**config.mk**
```make
export PLATFORM = sky130hd
export DESIGN_NAME = accel_magnitude_step_detector
export DESIGN_NICKNAME = d
export VERILOG_FILES = /design/src/sv/amsd_pkg.sv /design/src/sv/amsd_sumsq.sv /design/src/sv/amsd_sqrt.sv /design/src/sv/accel_magnitude_step_detector.sv
export SDC_FILE = /design/constraint.sdc
export NUM_CORES = 1
export LEC_CHECK = 0
export ABC_AREA = 1
export BUFFER_PORTS_ARGS = -buffer_cell sky130_fd_sc_hd__buf_2
export CORE_MARGIN = 2
export CORE_UTILIZATION = 50
export CTS_BUF_LIST = sky130_fd_sc_hd__clkbuf_4
export DETAILED_ROUTE_END_ITERATION = 8
export GPL_ROUTABILITY_DRIVEN = 0
export HOLD_SLACK_MARGIN = 0.02
export PLACE_DENSITY = 0.68
export SYNTH_ARGS = -nofsm -noshare
export SYNTH_HDL_FRONTEND = slang
export SYNTH_HIERARCHICAL = 1
export SYNTH_SLANG_ARGS = --single-unit
```
**constraint.sdc**
```tcl
create_clock -name i_clk -period 6.9 [get_ports i_clk]
set_clock_uncertainty 0.15 [all_clocks]
set_input_delay 0.69 -clock i_clk [delete_from_list [all_inputs] [get_ports i_clk]]
set_output_delay 0.69 -clock i_clk [all_outputs]
set_load 0.03 [all_outputs]
```
**src/sv/amsd_pkg.sv**
```systemverilog
`default_nettype none

package amsd_pkg;

    // One input transaction: a sample or a one millisecond tick.
    typedef logic signed [15:0] t_axis;

    typedef struct packed {
        logic  operation;
        t_axis accel_x;
        t_axis accel_y;
        t_axis accel_z;
    } t_in_item;

    // One result transaction.
    typedef struct packed {
        logic [31:0] step_total;
        logic        step_taken;
        logic [14:0] half_magnitude;
        logic        in_lockout;
    } t_out_item;

    typedef logic [31:0] t_sum;
    typedef logic [15:0] t_root;

    // Operation codes.
    localparam logic OP_SAMPLE = 1'b0;
    localparam logic OP_TICK   = 1'b1;

    // Configuration register indexes.
    localparam logic CFG_STEP_THRESHOLD = 1'b0;
    localparam logic CFG_LOCKOUT_MS     = 1'b1;

    localparam logic [15:0] RESET_THRESHOLD = 16'd10500;
    localparam logic [15:0] RESET_LOCKOUT   = 16'd500;
    localparam logic [31:0] STEP_MAX        = 32'hFFFF_FFFF;

endpackage

`default_nettype wire

```
**src/sv/amsd_sumsq.sv**
```systemverilog
`default_nettype none

module amsd_sumsq (
    input  wire logic             i_clk,
    input  wire logic             i_rst_n,
    input  wire logic             i_start,
    input  wire amsd_pkg::t_axis  i_x,
    input  wire amsd_pkg::t_axis  i_y,
    input  wire amsd_pkg::t_axis  i_z,
    output logic                  o_done,
    output amsd_pkg::t_sum        o_sum
);
    import amsd_pkg::*;

    // Magnitudes go through a three-entry shift line, one square per cycle.
    logic [16:0] r_abs [3];
    logic [30:0] r_prod;
    t_sum        r_acc;
    logic [1:0]  r_cnt;
    logic        r_busy;
    logic        r_done;
    logic [33:0] w_sq;

    function automatic logic [16:0] axis_abs(input t_axis a);
        logic [16:0] v;
        v = {a[15], a};
        return v[16] ? (17'd0 - v) : v;
    endfunction

    assign w_sq = r_abs[0] * r_abs[0];

    always_ff @(posedge i_clk) begin
        if (!i_rst_n) begin
            r_busy <= 1'b0;
            r_done <= 1'b0;
            r_cnt  <= '0;
        end else begin
            r_done <= 1'b0;
            if (i_start) begin
                r_abs[0] <= axis_abs(i_x);
                r_abs[1] <= axis_abs(i_y);
                r_abs[2] <= axis_abs(i_z);
                r_prod   <= '0;
                r_acc    <= '0;
                r_cnt    <= '0;
                r_busy   <= 1'b1;
            end else if (r_busy) begin
                r_prod   <= w_sq[30:0];
                r_acc    <= r_acc + {1'b0, r_prod};
                r_abs[0] <= r_abs[1];
                r_abs[1] <= r_abs[2];
                r_abs[2] <= '0;
                r_cnt    <= r_cnt + 2'd1;
                if (r_cnt == 2'd3) begin
                    r_busy <= 1'b0;
                    r_done <= 1'b1;
                end
            end
        end
    end

    assign o_done = r_done;
    assign o_sum  = r_acc;

endmodule

`default_nettype wire

```
**src/sv/amsd_sqrt.sv**
```systemverilog
`default_nettype none

module amsd_sqrt (
    input  wire logic            i_clk,
    input  wire logic            i_rst_n,
    input  wire logic            i_start,
    input  wire amsd_pkg::t_sum  i_radicand,
    output logic                 o_done,
    output amsd_pkg::t_root      o_root
);
    import amsd_pkg::*;

    // Restoring square root, one root bit (two radicand bits) per cycle.
    t_sum        r_rad;
    logic [16:0] r_rem;
    t_root       r_root;
    logic [3:0]  r_cnt;
    logic        r_busy;
    logic        r_done;

    logic [18:0] w_shift;
    logic [18:0] w_trial;
    logic [18:0] w_diff;
    logic        w_ge;

    assign w_shift = {r_rem, r_rad[31:30]};
    assign w_trial = {1'b0, r_root, 2'b01};
    assign w_ge    = (w_shift >= w_trial);
    assign w_diff  = w_shift - w_trial;

    always_ff @(posedge i_clk) begin
        if (!i_rst_n) begin
            r_busy <= 1'b0;
            r_done <= 1'b0;
            r_cnt  <= '0;
        end else begin
            r_done <= 1'b0;
            if (i_start) begin
                r_rad  <= i_radicand;
                r_rem  <= '0;
                r_root <= '0;
                r_cnt  <= '0;
                r_busy <= 1'b1;
            end else if (r_busy) begin
                // The remainder never exceeds twice the partial root.
                r_rem  <= w_ge ? w_diff[16:0] : w_shift[16:0];
                r_root <= {r_root[14:0], w_ge};
                r_rad  <= {r_rad[29:0], 2'b00};
                r_cnt  <= r_cnt + 4'd1;
                if (r_cnt == 4'd15) begin
                    r_busy <= 1'b0;
                    r_done <= 1'b1;
                end
            end
        end
    end

    assign o_done = r_done;
    assign o_root = r_root;

endmodule

`default_nettype wire

```
**src/sv/accel_magnitude_step_detector.sv**
```systemverilog
`default_nettype none
// Channel   Direction  Handshake                    Payload
// input     in         i_in_valid / o_in_ready      i_in_data  (amsd_pkg::t_in_item)
// result    out        o_out_valid / i_out_ready    o_out_data (amsd_pkg::t_out_item)
// config    in         i_cfg_valid / o_cfg_ready    i_cfg_index, i_cfg_data
//
// A tick, or a sample that arrives during lockout, goes from idle straight to the finish
// state once accepted. An evaluated sample first passes the shared 17 x 17 squaring
// multiplier and then the bit-serial square root before it reaches the finish state.
// One transaction is worked on at a time; the next is accepted once the result has
// moved into the output register, so a stalled result blocks only the next finish.
// Synchronous active-low reset clears the step counter and the lockout and loads the
// default threshold and lockout length. The configuration port is always ready.

module accel_magnitude_step_detector (
    input  wire logic                 i_clk,
    input  wire logic                 i_rst_n,
    input  wire logic                 i_in_valid,
    output logic                      o_in_ready,
    input  wire amsd_pkg::t_in_item   i_in_data,
    output logic                      o_out_valid,
    input  wire logic                 i_out_ready,
    output amsd_pkg::t_out_item       o_out_data,
    input  wire logic                 i_cfg_valid,
    output logic                      o_cfg_ready,
    input  wire logic                 i_cfg_index,
    input  wire logic [15:0]          i_cfg_data
);
    import amsd_pkg::*;

    typedef enum logic [1:0] {
        S_IDLE,
        S_SQUARE,
        S_ROOT,
        S_FINISH
    } t_state;

    t_state      r_state, n_state;
    t_in_item    r_item, n_item;
    logic [14:0] r_half, n_half;
    logic        r_eval, n_eval;
    logic [31:0] r_count, n_count;
    logic [15:0] r_lockout, n_lockout;
    logic [15:0] r_threshold, n_threshold;
    logic [15:0] r_lockout_ms, n_lockout_ms;
    logic        r_out_valid, n_out_valid;
    t_out_item   r_out, n_out;

    logic        w_accept;
    logic        w_free;
    logic        w_sq_start;
    logic        w_sq_done;
    t_sum        w_sum;
    logic        w_rt_start;
    logic        w_rt_done;
    t_root       w_root;
    logic        w_taken;

    assign o_in_ready  = (r_state == S_IDLE);
    assign o_cfg_ready = 1'b1;
    assign w_accept    = i_in_valid && o_in_ready;
    // The output register can take a new result when empty or being drained.
    assign w_free      = !r_out_valid || i_out_ready;

    // A sample is only evaluated when no lockout is pending at acceptance.
    assign w_sq_start = w_accept && (i_in_data.operation == OP_SAMPLE)
                        && (r_lockout == 16'd0);
    assign w_rt_start = (r_state == S_SQUARE) && w_sq_done;

    amsd_sumsq u_sumsq (
        .i_clk   (i_clk),
        .i_rst_n (i_rst_n),
        .i_start (w_sq_start),
        .i_x     (i_in_data.accel_x),
        .i_y     (i_in_data.accel_y),
        .i_z     (i_in_data.accel_z),
        .o_done  (w_sq_done),
        .o_sum   (w_sum)
    );

    amsd_sqrt u_sqrt (
        .i_clk      (i_clk),
        .i_rst_n    (i_rst_n),
        .i_start    (w_rt_start),
        .i_radicand (w_sum),
        .o_done     (w_rt_done),
        .o_root     (w_root)
    );

    assign w_taken = r_eval && ({1'b0, r_half} > r_threshold);

    always_comb begin
        n_state      = r_state;
        n_item       = r_item;
        n_half       = r_half;
        n_eval       = r_eval;
        n_count      = r_count;
        n_lockout    = r_lockout;
        n_threshold  = r_threshold;
        n_lockout_ms = r_lockout_ms;
        n_out_valid  = r_out_valid && !i_out_ready;
        n_out        = r_out;

        if (i_cfg_valid) begin
            case (i_cfg_index)
                CFG_STEP_THRESHOLD: n_threshold  = i_cfg_data;
                CFG_LOCKOUT_MS:     n_lockout_ms = i_cfg_data;
                default: ;
            endcase
        end

        case (r_state)
            S_IDLE: begin
                if (w_accept) begin
                    n_item = i_in_data;
                    n_half = '0;
                    n_eval = w_sq_start;
                    n_state = w_sq_start ? S_SQUARE : S_FINISH;
                end
            end
            S_SQUARE: begin
                if (w_sq_done) begin
                    n_state = S_ROOT;
                end
            end
            S_ROOT: begin
                if (w_rt_done) begin
                    n_half  = w_root[15:1];
                    n_state = S_FINISH;
                end
            end
            S_FINISH: begin
                if (w_free) begin
                    // Commit the state update together with the result.
                    if (r_item.operation == OP_TICK) begin
                        if (r_lockout != 16'd0) begin
                            n_lockout = r_lockout - 16'd1;
                        end
                    end else if (w_taken) begin
                        if (r_count != STEP_MAX) begin
                            n_count = r_count + 32'd1;
                        end
                        n_lockout = r_lockout_ms;
                    end
                    n_out.step_total     = n_count;
                    n_out.step_taken     = w_taken;
                    n_out.half_magnitude = r_half;
                    n_out.in_lockout     = (n_lockout != 16'd0);
                    n_out_valid          = 1'b1;
                    n_state              = S_IDLE;
                end
            end
            default: n_state = S_IDLE;
        endcase
    end

    always_ff @(posedge i_clk) begin
        if (!i_rst_n) begin
            r_state      <= S_IDLE;
            r_eval       <= 1'b0;
            r_count      <= '0;
            r_lockout    <= '0;
            r_threshold  <= RESET_THRESHOLD;
            r_lockout_ms <= RESET_LOCKOUT;
            r_out_valid  <= 1'b0;
        end else begin
            r_state      <= n_state;
            r_eval       <= n_eval;
            r_count      <= n_count;
            r_lockout    <= n_lockout;
            r_threshold  <= n_threshold;
            r_lockout_ms <= n_lockout_ms;
            r_out_valid  <= n_out_valid;
        end
        r_item <= n_item;
        r_half <= n_half;
        r_out  <= n_out;
    end

    assign o_out_valid = r_out_valid;
    assign o_out_data  = r_out;

    // A reported step must have cleared the threshold in force.
    a_step_over_threshold: assert property (@(posedge i_clk) disable iff (!i_rst_n)
        o_out_valid && o_out_data.step_taken
            |-> ({1'b0, o_out_data.half_magnitude} > r_threshold))
        else $error("step reported at or below threshold");

    // A step starts a lockout exactly when the lockout length is nonzero.
    a_step_lockout: assert property (@(posedge i_clk) disable iff (!i_rst_n)
        o_out_valid && o_out_data.step_taken
            |-> (o_out_data.in_lockout == (r_lockout_ms != 16'd0)))
        else $error("step did not start the configured lockout");

    // The halved root of three squared 16-bit axes cannot exceed 28377.
    a_half_range: assert property (@(posedge i_clk) disable iff (!i_rst_n)
        o_out_valid |-> (o_out_data.half_magnitude <= 15'd28377))
        else $error("half magnitude out of range");

    // A tick never reports an evaluation.
    a_tick_no_eval: assert property (@(posedge i_clk) disable iff (!i_rst_n)
        (r_state == S_FINISH) && (r_item.operation == OP_TICK) |-> !r_eval && (r_half == 15'd0))
        else $error("tick carried an evaluation");

endmodule

`default_nettype wire
```
# Word-level counts from Yosys, hierarchy flattened

Memory sizes are Yosys's and may differ from the RTL's.
Cells that the tools add are included.

Reduce and logical (&&, ||, !) cells: 28
Eq/ne operators: 10
$add $sub $neg: 9
Magnitude comparators: 2
Divide/modulo/power cells: 0
Shift operators: 0
$mul: 1
Bitwise logic cells: 8
Mux-type cells: 47

Operators by type and width:

| operator                                            | number |
|---|---|
| two-way mux 32 bit                                  | 6 |
| two-way mux 17 bit                                  | 8 |
| two-way mux 16 bit                                  | 6 |
| subtractor 1 x 16 -> 17 bit (first input constant)  | 3 |
| adder 32 x 1 -> 32 bit (second input constant)      | 1 |
| adder 32 x 31 -> 32 bit                             | 1 |
| != test 32 bit (second input constant)              | 1 |
| nonzero test 16 bit                                 | 2 |
| multiplier 17 x 17 -> 31 bit                        | 1 |
| two-way mux 31 bit                                  | 1 |
| two-way mux 15 bit                                  | 2 |
| one-hot mux 15 bit (2 select lines)                 | 1 |
| greater-or-equal comparator 19 x 18 -> 1 bit        | 1 |
| two-way mux 1 bit                                   | 17 |
| subtractor 17 bit                                   | 1 |
| > comparator 15 x 16 -> 1 bit                       | 1 |
| logical NOT 16 bit                                  | 1 |
| subtractor 16 x 1 -> 16 bit (second input constant) | 1 |
| AND reduction 2 bit                                 | 6 |
| two-way mux 2 bit                                   | 5 |
| one-hot mux 2 bit (4 select lines)                  | 1 |
| == test 2 bit (second input constant)               | 3 |
| logical AND 1 bit                                   | 6 |
| != test 2 x 1 -> 1 bit (second input constant)      | 3 |
| other kinds (15)                                    | 26 |

Bits in latches: 0
Output and inout port bits: 52
Memories kept: 1
Memory bits (writable): 51
Bits in read-only memories: 0
Bits in registers: 287

Memories:

| memory        | depth | bits a word | read ports | clocked after Yosys merged registers in | wr ports | line             | text |
|---|---|---|---|---|---|---|---|
| u_sumsq.r_abs | 3     | 17          | 3          | 0                                       | 3        | amsd_sumsq.sv:16 | `logic [16:0] r_abs [3];` |

# Depth between registers and ports, before layout

Gate-level depths: netlist (run 1).

Depth after elaboration: 8
Depth in mapped cells: 26

# Modules after synthesis

The synthesis (run 1) kept the hierarchy.

By module, submodules not included:

| module                        | area each (sq um) | seq. area each (sq um) | times used | cells each |
|---|---|---|---|---|
| amsd_sumsq                    | 16130.5           | 3473.3                 | 1          | 2150 |
| accel_magnitude_step_detector | 8023.9            | 3633.5                 | 1          | 1045 |
| amsd_sqrt                     | 4206.5            | 2072.0                 | 1          | 525 |

# Worst setup path before layout (run 1)

No wires, ideal clock.

Path type: reg-to-reg
Start: register r_lockout[0]
End: register u_sumsq.r_acc[0], in the netlist u_sumsq/o_sum[0], enable pin
Slack: 1.232 ns
Cell stages (with the launch flop): 12
Arrival: 5.015 ns
Required time: 6.248 ns
Period minus slack after synthesis: 5.668 ns
Path buffers: 1
Cell sequence: dfxtp_1 inv_1 ha_1 nand2_1 nor2_2 nand2_1 inv_1 nand4_1 nor3_1 clkinv_1 buf_4 a21oi_1

Cells in the longest elaborated chain, start to end: 4

Ends and longest elaborated chain:

| what                          | line                                 | text |
|---|---|---|
| start: declaration            | accel_magnitude_step_detector.sv:43  | `logic [15:0] r_lockout, n_lockout;` |
| start signal: assignment      | accel_magnitude_step_detector.sv:170 | `r_lockout <= n_lockout;` |
| logical NOT 16 bit            | accel_magnitude_step_detector.sv:67  | `&& (r_lockout == 16'd0);` |
| logical AND 1 bit             | accel_magnitude_step_detector.sv:67  |  |
| named net w_sq_start          | accel_magnitude_step_detector.sv:51  | `logic w_sq_start;` |
| nonzero test 2 bit (no line)  | n/a                                  |  |
| AND reduction 2 bit (no line) | n/a                                  |  |
| end signal: assignment        | amsd_sumsq.sv:49                     | `r_acc <= r_acc + {1'b0, r_prod};` |
| end: declaration              | amsd_sumsq.sv:18                     | `t_sum r_acc;` |

The timed path passes the listed nets, and every way through them passes these cells.
A chain may end at the register's enable or synchronous reset.

==> results of run 1 <==
## path summary, 6_finish.rpt
kind              cells after the start              endpoint                start
setup / recovery                     20    u_sumsq/r_prod[20]  u_sumsq/r_abs[0][9]
hold / removal                        4  u_sumsq/r_abs[0][30]        i_in_data[29]
setup reg to reg                     20    u_sumsq/r_prod[20]  u_sumsq/r_abs[0][9]
hold reg to reg                       2      r_lockout_ms[12]     r_lockout_ms[12]
## cell type report
class	count	share of cell area [%]
antenna	4	0.03226
clock buffer	133	3.218
clock inverter	34	0.5726
inverter	786	9.508
timing repair buffer	158	3.048
tap	756	3.048
multi-input combinational	2496	50.99
sequential	337	29.58
## routing by layer
| layer | GRT usage [%] | part of all wire, % | wire length [um] | vias up |
|---|---|---|---|---|
| met5 | 0 | 0 | 0 | - |
| met4 | 8.951 | 3.6 | 2347 | 0 |
| met3 | 3.379 | 4.9 | 3241 | 166 |
| met2 | 40.30 | 49 | 32050 | 617 |
| met1 | 28.49 | 43 | 28170 | 10780 |
| li1 | - | - | - | 11920 |
## through the flow
stage,instances,setup WS (ns),utilization (%),hold WS (ns)
2_1_floorplan,3720,1.232,-,0.2764
3_3_place_gp,4508,0.9377,52.59,0.2970
3_5_place_dp,4508,0.8566,52.59,0.2991
4_1_cts,4700,0.8053,55.12,0.02139
5_1_grt,4704,0.3830,55.14,0.03164
6_report,4704,0.8060,55.14,0.09698
## tightest hold or removal path, stage by stage
cell and delay, ns:
buf_2 0.10, nand2_1 0.05, nand3_1 0.05, nand2_1 0.06
## flip-flops by register name (all words and copies together), names as in the netlist, 17 cells and up
register        cells
u_sqrt/r_rad       32
u_sqrt/r_rem       17
o_out_data         49
u_sumsq/r_abs      51
u_sumsq/r_prod     30
u_sumsq/o_sum      32
r_count            32
## cells by family after synthesis
logic type               Yosys count  share of synthesized area [%]
AO/OA/AOI/OAI                    384                          7.319
XOR/XNOR                          58                          1.818
adder cells (fa/ha/maj)          364                          21.19
buffers and inverters            887                          11.99
flip-flops                       337                          32.36
other                              2                        0.02648
AND/OR/NAND/NOR                 1688                          25.29
## cell usage in the layout, fill, tap and decap left out, types with 94 or more instances in the layout
cell,instances
buf_2,121
nand3_1,181
o21ai_0,118
nand2_1,1039
ha_1,170
clkbuf_4,133
inv_1,767
edfxtp_1,243
nor2_1,290
fa_1,194
dfxtp_1,94
a21oi_1,176
## repair_timing
item                      CTS  global route
hold buffers               25             0
hold endpoints to repair   38             0
setup buffers               0             0
==> impl_metrics.json, run 1 <==
{
  "start_util_pct": 50.39,
  "reg2reg_slack_ns": 0.81,
  "num_io_pins": 123,
  "firstDrtPassIters": 6,
  "synthArstFlopShare_pct": 0,
  "min_period_over_period_pct": 88.32,
  "rsz0062_at_grt": "no",
  "die_w_um": 242.2,
  "numCtsBuffers": 91,
  "wirelength_mm": 65.81,
  "overflow": 0,
  "crit_top_cell": "fa_1",
  "worst_path_max_delay_cell": "edfxtp_1",
  "grt_usage_pct": 22.96,
  "synthTopCellsByCount": "nand2_1, inv_1, nor2_1",
  "slew_headroom_pct": 28.94,
  "cp-end-kind": "register",
  "drive_gt1_share_pct": 9.762,
  "cp.arrival_ns": 6.47,
  "via_per_inst": 4.991,
  "stdcell_area_mm2": 0.03103,
  "synth_most_common_cell": "nand2_1",
  "path_delay_family": "adder cells",
  "syn_area_per_cell_um2": 7.624,
  "grt_pass1_vias": 23170,
  "setup_viol": 0,
  "synth_edf_count": 243,
  "synth.distinct_cells": 55,
  "slew_violations": 0,
  "fmax_mhz": 164.1,
  "ys_warn_count": 6,
  "maxCapViolCount": 0,
  "drt_iter0_drc": 1281,
  "crit_buf_inv": 5,
  "ys_seq_elements": 337,
  "yosysTopAreaCellShare_pct": 25.73,
  "synth_top_area_cell": "edfxtp_1",
  "status": "finished clean",
  "clkSinkCount": 337,
  "yosysSeqAreaShare_pct": 32.36,
  "mappedNetlistArea_mm2": 0.02836,
  "yosys-top-cells-area": "edfxtp_1, nand2_1, fa_1",
  "clk_pin_slew_worst_paths_ns": 0.06,
  "drc": 0,
  "dieArea_mm2": 0.05864,
  "fillerInstances": 5337,
  "root_buffer": "clkbuf_4",
  "placementRows": 87,
  "vias": 23480,
  "crit_fanout": 18,
  "multiInputGateArea_mm2": 0.01582,
  "clockBufferDepth": 3,
  "synth_fp_nets": 4155,
  "grt_pass1_wl_mm": 111.2,
  "setup.worst_path.class": "reg -> reg",
  "ant_nets": 0,
  "cp_slowest_stage_delay_ns": 0.67,
  "cp_cell_sequence": "nand2_1 > inv_1 > fa_1 > inv_1 > fa_1 > fa_1 > inv_1 > fa_1 > fa_1 > inv_1 > fa_1 > inv_1 > ha_1 > nand2_1 > nor2_2 > nand3_1 > a21oi_1 > nor2_1 > o21ai_1 > nor2_1",
  "grt_max_degree": 88,
  "cts_resized": 0,
  "min_period_ns": 6.094,
  "port-buffer-count": 121,
  "die_y_um": 242.2,
  "post-dp-hpwl_mm": 50.30,
  "cts.htree.levels": 3,
  "design.core.area_mm2": 0.05628,
  "required_ns": 7.27,
  "regArea_mm2": 0.009179,
  "critPathLaunchType": "register",
  "areaGrowthSynthToFinish_pct": 9.415,
  "wl_per_cell_um": 13.99,
  "placedInstanceArea_mm2": 0.02959,
  "worst_pin_slew_ns": 1.065,
  "setup_tns_ns": 0,
  "hold_path.class": "in -> reg",
  "antenna_found_initial": 2,
  "cts_tree": "yes",
  "insertion_delay_ns": 0.85,
  "finalHoldViolations": 0,
  "final_nets": 4305,
  "synth-main-ff-cell": "edfxtp_1",
  "syn_inst": 3720
}
Power of run 1 is left out: the tool's default activity adds up to more than one toggle a clock period on the data nets, which glitch-free logic cannot reach.
==> run 2, diff against run 1 <==
--- a/config.mk
+++ b/config.mk
@@ -7,7 +7,6 @@
 export LEC_CHECK = 0
 export ABC_AREA = 1
 export BUFFER_PORTS_ARGS = -buffer_cell sky130_fd_sc_hd__buf_2
-export CORE_MARGIN = 2
 export CORE_UTILIZATION = 50
 export CTS_BUF_LIST = sky130_fd_sc_hd__clkbuf_4
 export DETAILED_ROUTE_END_ITERATION = 8
==> impl_metrics.json, run 2 (synthesis gave the netlist of run 1 again) <==
{
  "min_period_over_period_pct": 88.78,
  "cp.arrival_ns": 6.48,
  "slew_violations": 0,
  "wirelength_mm": 66.20,
  "maxCapViolCount": 0,
  "clk_pin_slew_worst_paths_ns": 0.06,
  "start_util_pct": 51.08,
  "drt_iter0_drc": 1460,
  "setup.worst_path.class": "reg -> reg",
  "finalHoldViolations": 0,
  "setup_tns_ns": 0,
  "antenna_found_initial": 2,
  "vias": 23380,
  "r2r_end": "u_sumsq/r_prod[26]",
  "required_ns": 7.26,
  "cp-end-kind": "register",
  "design.core.area_mm2": 0.05552,
  "wl_per_cell_um": 14.09,
  "grt_max_degree": 88,
  "cts.htree.levels": 3,
  "min_to": "u_sumsq/r_abs[0][48]",
  "critPathLaunchType": "register",
  "drc": 0,
  "rsz0062_at_grt": "no",
  "top_regs": "u_sumsq/r_abs x51, o_out_data x49",
  "numCtsBuffers": 94,
  "final_common_cell": "nand2_1",
  "root_buffer": "clkbuf_4",
  "pre_cts_ws_ns": 0.8809,
  "ff2ff_path_depth": 20,
  "min_period_ns": 6.126,
  "whs_path_depth": 3,
  "hold_path.class": "in -> reg",
  "post-dp-hpwl_mm": 50.29,
  "num_io_pins": 123,
  "worst_hold_startpoint": "i_in_data[14]",
  "grt_pass1_wl_mm": 111.0,
  "firstDrtPassIters": 5,
  "setup_viol": 0,
  "clockBufferDepth": 3,
  "areaGrowthSynthToFinish_pct": 9.525,
  "postLayoutSetupSlackWorst_ns": 0.7740,
  "port-buffer-count": 121,
  "final_nets": 4306,
  "final_cell_mix": "nand2_1, inv_1, nor2_1, edfxtp_1, fa_1",
  "top_register": "u_sumsq/r_abs",
  "crit_fanout": 18,
  "fmax_mhz": 163.2,
  "dieArea_mm2": 0.05768,
  "clkSinkCount": 337,
  "overflow": 0,
  "ant_nets": 0,
  "via_per_inst": 4.975,
  "largest_reg_flops": 51,
  "cts_resized": 0,
  "drive_gt1_share_pct": 10.03,
  "cts_setup_buffers": 0,
  "insertion_delay_ns": 0.84,
  "die_y_um": 240.2,
  "grt_pass1_vias": 23260,
  "worstReg2RegStart": "u_sumsq/r_abs[0][5]",
  "cts_tree": "yes",
  "status": "finished clean",
  "grt_usage_pct": 23.93,
  "die_w_um": 240.2,
  "placementRows": 86,
  "slew_headroom_pct": 27.23,
  "worst_pin_slew_ns": 1.090,
  "reg2reg_slack_ns": 0.77
}
==> run 2: cell count changes in the layout (fill, tap and decap cells not counted) <==
cell / delta
clkbuf_4: +7
clkinv_1: -3
clkinv_4: +2
diode_2: -2
dlygate4sd3_1: -2
inv_2: +2
==> run 2: area by class of cell <==
class                      instances  area, um2
fill                            5298      24460
multi-input combinational       2496      15820
sequential                       337       9179
inverter                         786       2950
clock buffer                     140       1051
tap                              748      935.9
timing repair buffer             156      925.9
clock inverter                    35      191.4
antenna                            2      5.005
==> run 2: routing by layer <==
metal,vias up,GRT usage (%),share of wire (%)
li1,11890,-,-
met1,10800,29.79,44
met2,553,41.76,49
met3,135,3.157,4.4
met4,0,9.766,3.1
met5,-,0,0
==> run 2: timing repair <==
| item | CTS | global route |
|---|---|---|
| hold buffers | 23 | 0 |
| setup endpoints to repair | 0 | 0 |
| endpoints found under the hold margin | 38 | 0 |
==> run 2: worst max-delay path by stage <==
stage / startpoint / end
6_report: u_sumsq/r_abs[0][5] / u_sumsq/r_prod[26]
5_1_grt: u_sumsq/r_abs[0][5] / u_sumsq/r_prod[26]
4_1_cts: u_sumsq/r_abs[0][5] / u_sumsq/r_prod[26]
3_5_place_dp: u_sumsq/r_abs[0][12] / u_sumsq/r_prod[26]
3_3_place_gp: u_sumsq/r_abs[0][5] / u_sumsq/r_prod[26]
2_1_floorplan: r_lockout[0] / u_sumsq/o_sum[0]
==> run 2: per-stage QoR <==
stage          util [%]  cells  cell area (um2)  hold slack (ns)
4_1_cts           55.94   4698            31060          0.02366
2_1_floorplan         -   3720            28360           0.2764
5_1_grt           55.94   4700            31060          0.05347
3_5_place_dp      53.28   4500            29580           0.3020
3_3_place_gp      53.28   4500            29580           0.2935
6_report          55.94   4700            31060          0.09526
==> run 2: critical path, cell delays in order, from the launching register on <==
cell,delay (ns)
edfxtp_1,0.81
nand2_1,0.24
fa_1,0.56
fa_1,0.58
inv_1,0.06
fa_1,0.51
inv_1,0.05
fa_1,0.47
fa_1,0.53
fa_1,0.54
inv_1,0.04
ha_1,0.35
nand2_1,0.09
nor2_1,0.20
inv_1,0.09
o21ai_0,0.20
nand2_1,0.11
nand3_1,0.08
nand2_1,0.05
inv_1,0.05
nor2_1,0.05
Power of run 2 is left out for the same reason.
